--- config.mk ---
export PLATFORM = sky130hd
export DESIGN_NAME = line_rasterizer
export DESIGN_NICKNAME = d
export VERILOG_FILES = /design/src/hdl/lr_pkg.sv /design/src/hdl/lr_front.sv /design/src/hdl/lr_cmd_queue.sv /design/src/hdl/lr_walker.sv /design/src/hdl/line_rasterizer.sv
export SDC_FILE = /design/constraint.sdc
export NUM_CORES = 1
export LEC_CHECK = 0
export BUFFER_PORTS_ARGS = -buffer_cell sky130_fd_sc_hd__buf_2
export CAP_MARGIN = 20
export CORE_ASPECT_RATIO = 1.5
export CORE_MARGIN = 2
export CORE_UTILIZATION = 58
export CTS_BUF_LIST = sky130_fd_sc_hd__clkbuf_4
export CTS_CLUSTER_SIZE = 14
export DETAILED_ROUTE_END_ITERATION = 10
export HOLD_SLACK_MARGIN = 0.05
export PLACE_DENSITY = 0.79
export SYNTH_ARGS = -nofsm -noshare
export SYNTH_HDL_FRONTEND = slang
export SYNTH_HIERARCHICAL = 1
export SYNTH_SLANG_ARGS = --single-unit
--- constraint.sdc ---
create_clock -name clk -period 3.9 [get_ports clk]
set_clock_uncertainty 0.1 [all_clocks]
set_input_delay 0.39 -clock clk [delete_from_list [all_inputs] [get_ports clk]]
set_output_delay 0.39 -clock clk [all_outputs]
set_load 0.02 [all_outputs]
--- src/hdl/lr_pkg.sv ---
// shared types and constants for the line rasterizer
package lr_pkg;

    localparam int COORD_W = 6;
    localparam int ERR_W   = COORD_W + 2;

    typedef logic [COORD_W-1:0] coord_t;

    typedef struct packed {
        coord_t start_x;
        coord_t start_y;
        coord_t end_x;
        coord_t end_y;
    } line_t;

    typedef struct packed {
        coord_t pixel_x;
        coord_t pixel_y;
        logic   last_pixel;
    } pixel_t;

    typedef struct packed {
        coord_t start_x;
        coord_t start_y;
        coord_t end_x;
        coord_t end_y;
        coord_t abs_dx;
        coord_t abs_dy;
        logic   step_x_neg;
        logic   step_y_neg;
    } cmd_t;

endpackage

--- src/hdl/lr_front.sv ---
// command setup: step directions and absolute distances of a line
module lr_front
(
    input  lr_pkg::line_t line,
    output lr_pkg::cmd_t  cmd
);
    import lr_pkg::*;

    logic x_neg;
    logic y_neg;

    assign x_neg = !(line.start_x < line.end_x);
    assign y_neg = !(line.start_y < line.end_y);

    always_comb
    begin
        cmd.start_x    = line.start_x;
        cmd.start_y    = line.start_y;
        cmd.end_x      = line.end_x;
        cmd.end_y      = line.end_y;
        cmd.step_x_neg = x_neg;
        cmd.step_y_neg = y_neg;
        cmd.abs_dx     = x_neg ? (line.start_x - line.end_x) : (line.end_x - line.start_x);
        cmd.abs_dy     = y_neg ? (line.start_y - line.end_y) : (line.end_y - line.start_y);
    end

endmodule

--- src/hdl/lr_cmd_queue.sv ---
// two-entry command queue between setup and walker
module lr_cmd_queue
(
    input  logic         clk,
    input  logic         rst_n,
    input  logic         wr,
    input  lr_pkg::cmd_t wr_data,
    output logic         full,
    input  logic         rd,
    output logic         rd_valid,
    output lr_pkg::cmd_t rd_data
);
    import lr_pkg::*;

    cmd_t slot0_reg;
    cmd_t slot1_reg;
    logic v0_reg;
    logic v1_reg;
    logic push_ok;
    logic pop_ok;

    assign full     = v1_reg;
    assign rd_valid = v0_reg;
    assign rd_data  = slot0_reg;
    assign push_ok  = wr && !v1_reg;
    assign pop_ok   = rd && v0_reg;

    always_ff @(posedge clk or negedge rst_n)
    begin
        if (!rst_n)
        begin
            v0_reg <= 1'b0;
            v1_reg <= 1'b0;
        end
        else if (pop_ok)
        begin
            v0_reg <= v1_reg || push_ok;
            v1_reg <= 1'b0;
        end
        else if (push_ok)
        begin
            if (!v0_reg)
                v0_reg <= 1'b1;
            else
                v1_reg <= 1'b1;
        end
    end

    always_ff @(posedge clk)
    begin
        if (pop_ok)
        begin
            if (v1_reg)
                slot0_reg <= slot1_reg;
            else if (push_ok)
                slot0_reg <= wr_data;
        end
        else if (push_ok)
        begin
            if (!v0_reg)
                slot0_reg <= wr_data;
            else
                slot1_reg <= wr_data;
        end
    end

    a_order: assert property (@(posedge clk) disable iff (!rst_n) v1_reg |-> v0_reg)
        else $error("queue tail valid without head");
    a_no_loss: assert property (@(posedge clk) disable iff (!rst_n)
        (v1_reg && !pop_ok) |=> v1_reg)
        else $error("queue entry dropped without pop");

endmodule

--- src/hdl/lr_walker.sv ---
// bresenham walker with registered pixel output
module lr_walker
(
    input  logic          clk,
    input  logic          rst_n,
    input  logic          cmd_valid,
    input  lr_pkg::cmd_t  cmd,
    output logic          cmd_take,
    output lr_pkg::pixel_t pixel,
    output logic          out_valid,
    input  logic          out_take
);
    import lr_pkg::*;

    logic                    busy_reg;
    coord_t                  cur_x_reg;
    coord_t                  cur_y_reg;
    coord_t                  end_x_reg;
    coord_t                  end_y_reg;
    coord_t                  abs_dx_reg;
    coord_t                  abs_dy_reg;
    logic                    step_x_neg_reg;
    logic                    step_y_neg_reg;
    logic signed [ERR_W-1:0] err_reg;
    logic signed [ERR_W-1:0] err_next;
    logic signed [ERR_W-1:0] err_init;
    logic signed [ERR_W:0]   e2;
    logic signed [ERR_W:0]   neg_dy;
    logic signed [ERR_W:0]   pos_dx;
    logic                    step_x;
    logic                    step_y;
    logic                    done;
    logic                    emit;
    pixel_t                  pixel_reg;
    logic                    out_valid_reg;

    assign cmd_take  = !busy_reg;
    assign pixel     = pixel_reg;
    assign out_valid = out_valid_reg;

    assign done   = (cur_x_reg == end_x_reg) && (cur_y_reg == end_y_reg);
    assign emit   = busy_reg && (!out_valid_reg || out_take);
    assign e2     = {err_reg, 1'b0};
    assign pos_dx = $signed({3'b000, abs_dx_reg});
    assign neg_dy = -$signed({3'b000, abs_dy_reg});
    assign step_x = e2 > neg_dy;
    assign step_y = e2 < pos_dx;

    always_comb
    begin
        err_next = err_reg;
        if (step_x)
            err_next = err_next - $signed({2'b00, abs_dy_reg});
        if (step_y)
            err_next = err_next + $signed({2'b00, abs_dx_reg});
    end

    assign err_init = $signed({2'b00, cmd.abs_dx}) - $signed({2'b00, cmd.abs_dy});

    always_ff @(posedge clk or negedge rst_n)
    begin
        if (!rst_n)
        begin
            busy_reg      <= 1'b0;
            out_valid_reg <= 1'b0;
        end
        else
        begin
            if (!busy_reg)
                busy_reg <= cmd_valid;
            else if (emit && done)
                busy_reg <= 1'b0;

            if (emit)
                out_valid_reg <= 1'b1;
            else if (out_take)
                out_valid_reg <= 1'b0;
        end
    end

    always_ff @(posedge clk)
    begin
        if (!busy_reg && cmd_valid)
        begin
            cur_x_reg      <= cmd.start_x;
            cur_y_reg      <= cmd.start_y;
            end_x_reg      <= cmd.end_x;
            end_y_reg      <= cmd.end_y;
            abs_dx_reg     <= cmd.abs_dx;
            abs_dy_reg     <= cmd.abs_dy;
            step_x_neg_reg <= cmd.step_x_neg;
            step_y_neg_reg <= cmd.step_y_neg;
            err_reg        <= err_init;
        end
        else if (emit && !done)
        begin
            err_reg <= err_next;
            if (step_x)
                cur_x_reg <= step_x_neg_reg ? cur_x_reg - coord_t'(1) : cur_x_reg + coord_t'(1);
            if (step_y)
                cur_y_reg <= step_y_neg_reg ? cur_y_reg - coord_t'(1) : cur_y_reg + coord_t'(1);
        end

        if (emit)
        begin
            pixel_reg.pixel_x    <= cur_x_reg;
            pixel_reg.pixel_y    <= cur_y_reg;
            pixel_reg.last_pixel <= done;
        end
    end

    a_hold: assert property (@(posedge clk) disable iff (!rst_n)
        (out_valid_reg && !out_take) |=> (out_valid_reg && $stable(pixel_reg)))
        else $error("waiting pixel changed before pop");
    a_end_line: assert property (@(posedge clk) disable iff (!rst_n)
        (emit && done) |=> (!busy_reg && out_valid_reg && pixel_reg.last_pixel))
        else $error("last pixel did not close the line");

endmodule

--- src/hdl/line_rasterizer.sv ---
// line rasterizer top level: setup, command queue and pixel walker
// A line command is taken when push is high and full is low; up to three
// commands can be held (one in the walker, two queued). Each line yields
// max(|dx|,|dy|)+1 pixel transactions, first endpoint first and second
// endpoint last with last_pixel set. The walker first loads a command and
// then emits one pixel per cycle while pop keeps up; lines are walked one
// at a time by the single walker.
module line_rasterizer
(
    input  logic           clk,
    input  logic           rst_n,
    input  logic           push,
    output logic           full,
    input  lr_pkg::line_t  line,
    output logic           empty,
    input  logic           pop,
    output lr_pkg::pixel_t pixel
);
    import lr_pkg::*;

    cmd_t setup_cmd;
    cmd_t queue_cmd;
    logic queue_valid;
    logic walker_take;
    logic out_valid;

    lr_front u_front
    (
        .line (line),
        .cmd  (setup_cmd)
    );

    lr_cmd_queue u_queue
    (
        .clk      (clk),
        .rst_n    (rst_n),
        .wr       (push),
        .wr_data  (setup_cmd),
        .full     (full),
        .rd       (walker_take),
        .rd_valid (queue_valid),
        .rd_data  (queue_cmd)
    );

    lr_walker u_walker
    (
        .clk       (clk),
        .rst_n     (rst_n),
        .cmd_valid (queue_valid),
        .cmd       (queue_cmd),
        .cmd_take  (walker_take),
        .pixel     (pixel),
        .out_valid (out_valid),
        .out_take  (pop)
    );

    assign empty = !out_valid;

endmodule
==> out/summary.txt <==
Post-synth EDFFs: 135
Max Slew Vio Count: 0
synthesized flop and latch total: 139
final setup fails: 2
Compound-Gate Fraction of Synth Area: 10.46%
sw frac: 35.45%
RR Endpoint: u_walker/err_reg[7]
Syn Inst Count: 622
worst-margin pin slew: 0.7802 ns
Max-slew headroom: 47.43%
RSZ-0062 raised after global routing: yes
cell area after synthesis: 8023 um^2
power share of the clock group: 18.9%
R2R depth: 17
utilization after layout: 67.89%
core area: 13530 um^2
placed insts: 812
syn avg cell area: 12.90 um^2
setup TNS: -0.1227 ns
Max Fclk: 0.2519 GHz
fin nets: 801
share of the synthesized area in the top cell type: 50.53%
top-count cell post-synth: edfxtp_1
fraction of layout cells with a size suffix above 1: 27.45%
DIE HEIGHT: 148.0 um
Detailed Route Iter0 Violations: 282
CTS max path bufs: 2
GRT overflow: 0
sequential group share of total power: 38.9%
Place WS: -0.2341 ns
commonest cells in the netlist: 135 x edfxtp_1, 68 x inv_1, 63 x ha_1
CP Capture Type: flip-flop
via count: 4999
Worst Path Arrival: 4.15 ns
port bufs: 42
Global Route Usage Sum: 21.70%
footprint of the multi-input gates: 3541 um^2
Power Density: 567.0 nW/um^2
drt wl/cell: 18.20 um
Clock Sink Count: 139
Worst-Skew Late Latency: 0.53 ns
I/O Pins: 43
CP max FO: 5
CP startpoint: u_walker/abs_dy_reg[0]
Yosys cell types: 63
Final Routed Wirelength: 15.96 mm
die area: 14810 um^2
Critical Path End: u_walker/err_reg[7]
Layout area overhead: 14.52%
failing checks: negative setup slack
Syn. warnings: 6
Synth Area in Adders: 12.07%
Synth Area in Simple Gates: 5.973%
drt pass-1 iters: 5
CTS root buf: clkbuf_4
critical path class: flip-flop to flip-flop
R2R Setup Slk: -0.07 ns
top cells by area, synth: edfxtp_1 51%, ha_1 9.8%, mux2_4 3.7%
total CTS buffers: 17
post-route setup slack: -0.06963 ns
Startpoint Class: flip-flop
max_cap viols: 0
Lkg Pwr: 3.837 nW
register area: 4154 um^2
leading area contributor after synthesis: edfxtp_1
# fillers: 902
largest family of logic cells by synthesized area: adder cells
ys async rst share: 2.878%
largest net degree at the start of global routing: 39
status: finished, violations left
mux cell area share after synthesis: 8.094%
sequential area share after synthesis: 51.78%
antenna violations before repair: 1
clock slew seen by the registers of the worst setup and hold paths: 0.13 ns
Fin Hold WS: 0.08172 ns
crit share post-route: 101.8%
Rows: 52
width of the die: 100.0 um
r2r startpoint: u_walker/abs_dy_reg[0]
first-pass GRT wire length: 24.78 mm
ys flop type: edfxtp_1
number of routed nets with antenna violations: 0
P_sw: 1.847 mW
Final min period: 3.970 ns
drt drc: 0
Synth Area in XOR/XNOR: 4.913%
Pint: 3.363 mW
vias in the first global route: 5268
Via-to-Cell Ratio: 5.700
placed wire-length estimate: 11.42 mm
CTS tree: yes
Layout Cells excl Fill: 877
Peak supply drop: 250.7 uV
Final Hold Viols: 0
H-tree levels: 4
Starting Density: 59.28%
Post-Syn Nets: 722
gp weighted congestion: 0.9148
Tightest Hold Check Type: input port to asynchronous set/reset pin
Combinational Power Share: 42.3%
WP data required: 4.09 ns
==> layout by cell type (no fill, tap or decap), types with 4 or more instances in the layout <==
cell type,instances
edfxtp_1,135
inv_1,66
ha_1,55
buf_2,42
a21oi_1,32
dlygate4sd3_1,27
xor2_1,26
nand2_1,25
buf_4,25
mux2_4,21
mux2_2,21
nor2_1,19
o21ai_0,19
clkbuf_4,17
xnor2_1,17
a21o_1,10
mux2i_1,8
fa_1,8
ha_4,7
inv_6,6
o21ai_2,6
nor2b_1,6
o21a_1,5
a221oi_1,5
nand2b_1,5
a21oi_2,5
a21o_2,4
dfrtp_1,4
nor4_1,4
o21ai_1,4
==> power by group through the flow <==
stage / Combinational (mW) / Sequential [mW] / Clock, mW
after floorplan: 1.38 / 2.04 / 0
after global placement: 1.80 / 2.04 / 0
after detailed placement: 1.89 / 2.05 / 0
after CTS: 1.99 / 2.02 / 1.00
after global routing: 2.40 / 2.04 / 1.06
final: 2.20 / 2.02 / 0.983
==> logic make-up after synthesis <==
family,Yosys count
buf+inv,105
compound gates,121
fa+ha+maj,72
simple gates,88
mux,52
flops,139
xor+xnor,45
==> per-layer routing <==
metal	track usage (%)	vias up	wire (um)	share of wire [%]
met5	0	-	0	0
met4	10.55	0	515	3.2
met3	4.303	36	540	3.4
met2	39.16	149	8596	54
met1	24.12	2424	6306	40
li1	-	2390	-	-
==> metrics by stage <==
stage	power, mW	cell area, um^2
6_report	5.209	9188
3_5_place_dp	3.941	8373
5_1_grt	5.494	9188
2_1_floorplan	3.421	8035
3_3_place_gp	3.844	8353
4_1_cts	5.004	8991
==> worst max-delay path, stage by stage, from the launching register on <==
cell	delay, ns
edfxtp_1	0.43
inv_2	0.10
ha_4	0.15
nand3_2	0.11
xnor2_2	0.15
ha_1	0.34
a21oi_2	0.17
o21ai_2	0.09
a21oi_2	0.15
nand2b_4	0.18
mux2_4	0.35
ha_4	0.23
a211oi_2	0.24
o21ai_1	0.13
a21o_2	0.24
a311oi_2	0.31
xor2_1	0.19
o21ai_1	0.07
==> how the worst min path moves through the flow <==
stage | end | slack, ns
global route | u_walker/out_valid | 0.06
global placement | u_walker/out_valid | 0.11
detailed placement | u_walker/out_valid | 0.11
CTS | u_queue/full | 0.06
floorplan | u_queue/full | -0.006
finish | u_walker/busy_reg | 0.08
==> final cells by class <==
type | instances | area share [%]
inverters | 68 | 2.778
clock buffers | 17 | 1.389
well taps | 162 | 2.206
repair buffers | 97 | 7.912
flip-flops and latches | 139 | 45.21
diodes | 1 | 0.02724
clock inverters | 15 | 1.934
multi-input cells | 378 | 38.54
==> what timing repair did <==
| item | CTS | global route |
|---|---|---|
| gates resized for setup | 10 | 24 |
| endpoints found under the hold margin | 30 | 0 |
| setup endpoints to repair | 3 | 4 |
| pin swaps | 7 | 10 |
| buffers inserted | 0 | 4 |
| hold buffers | 27 | 0 |
Note: power is estimated with default switching activity, not from simulation.
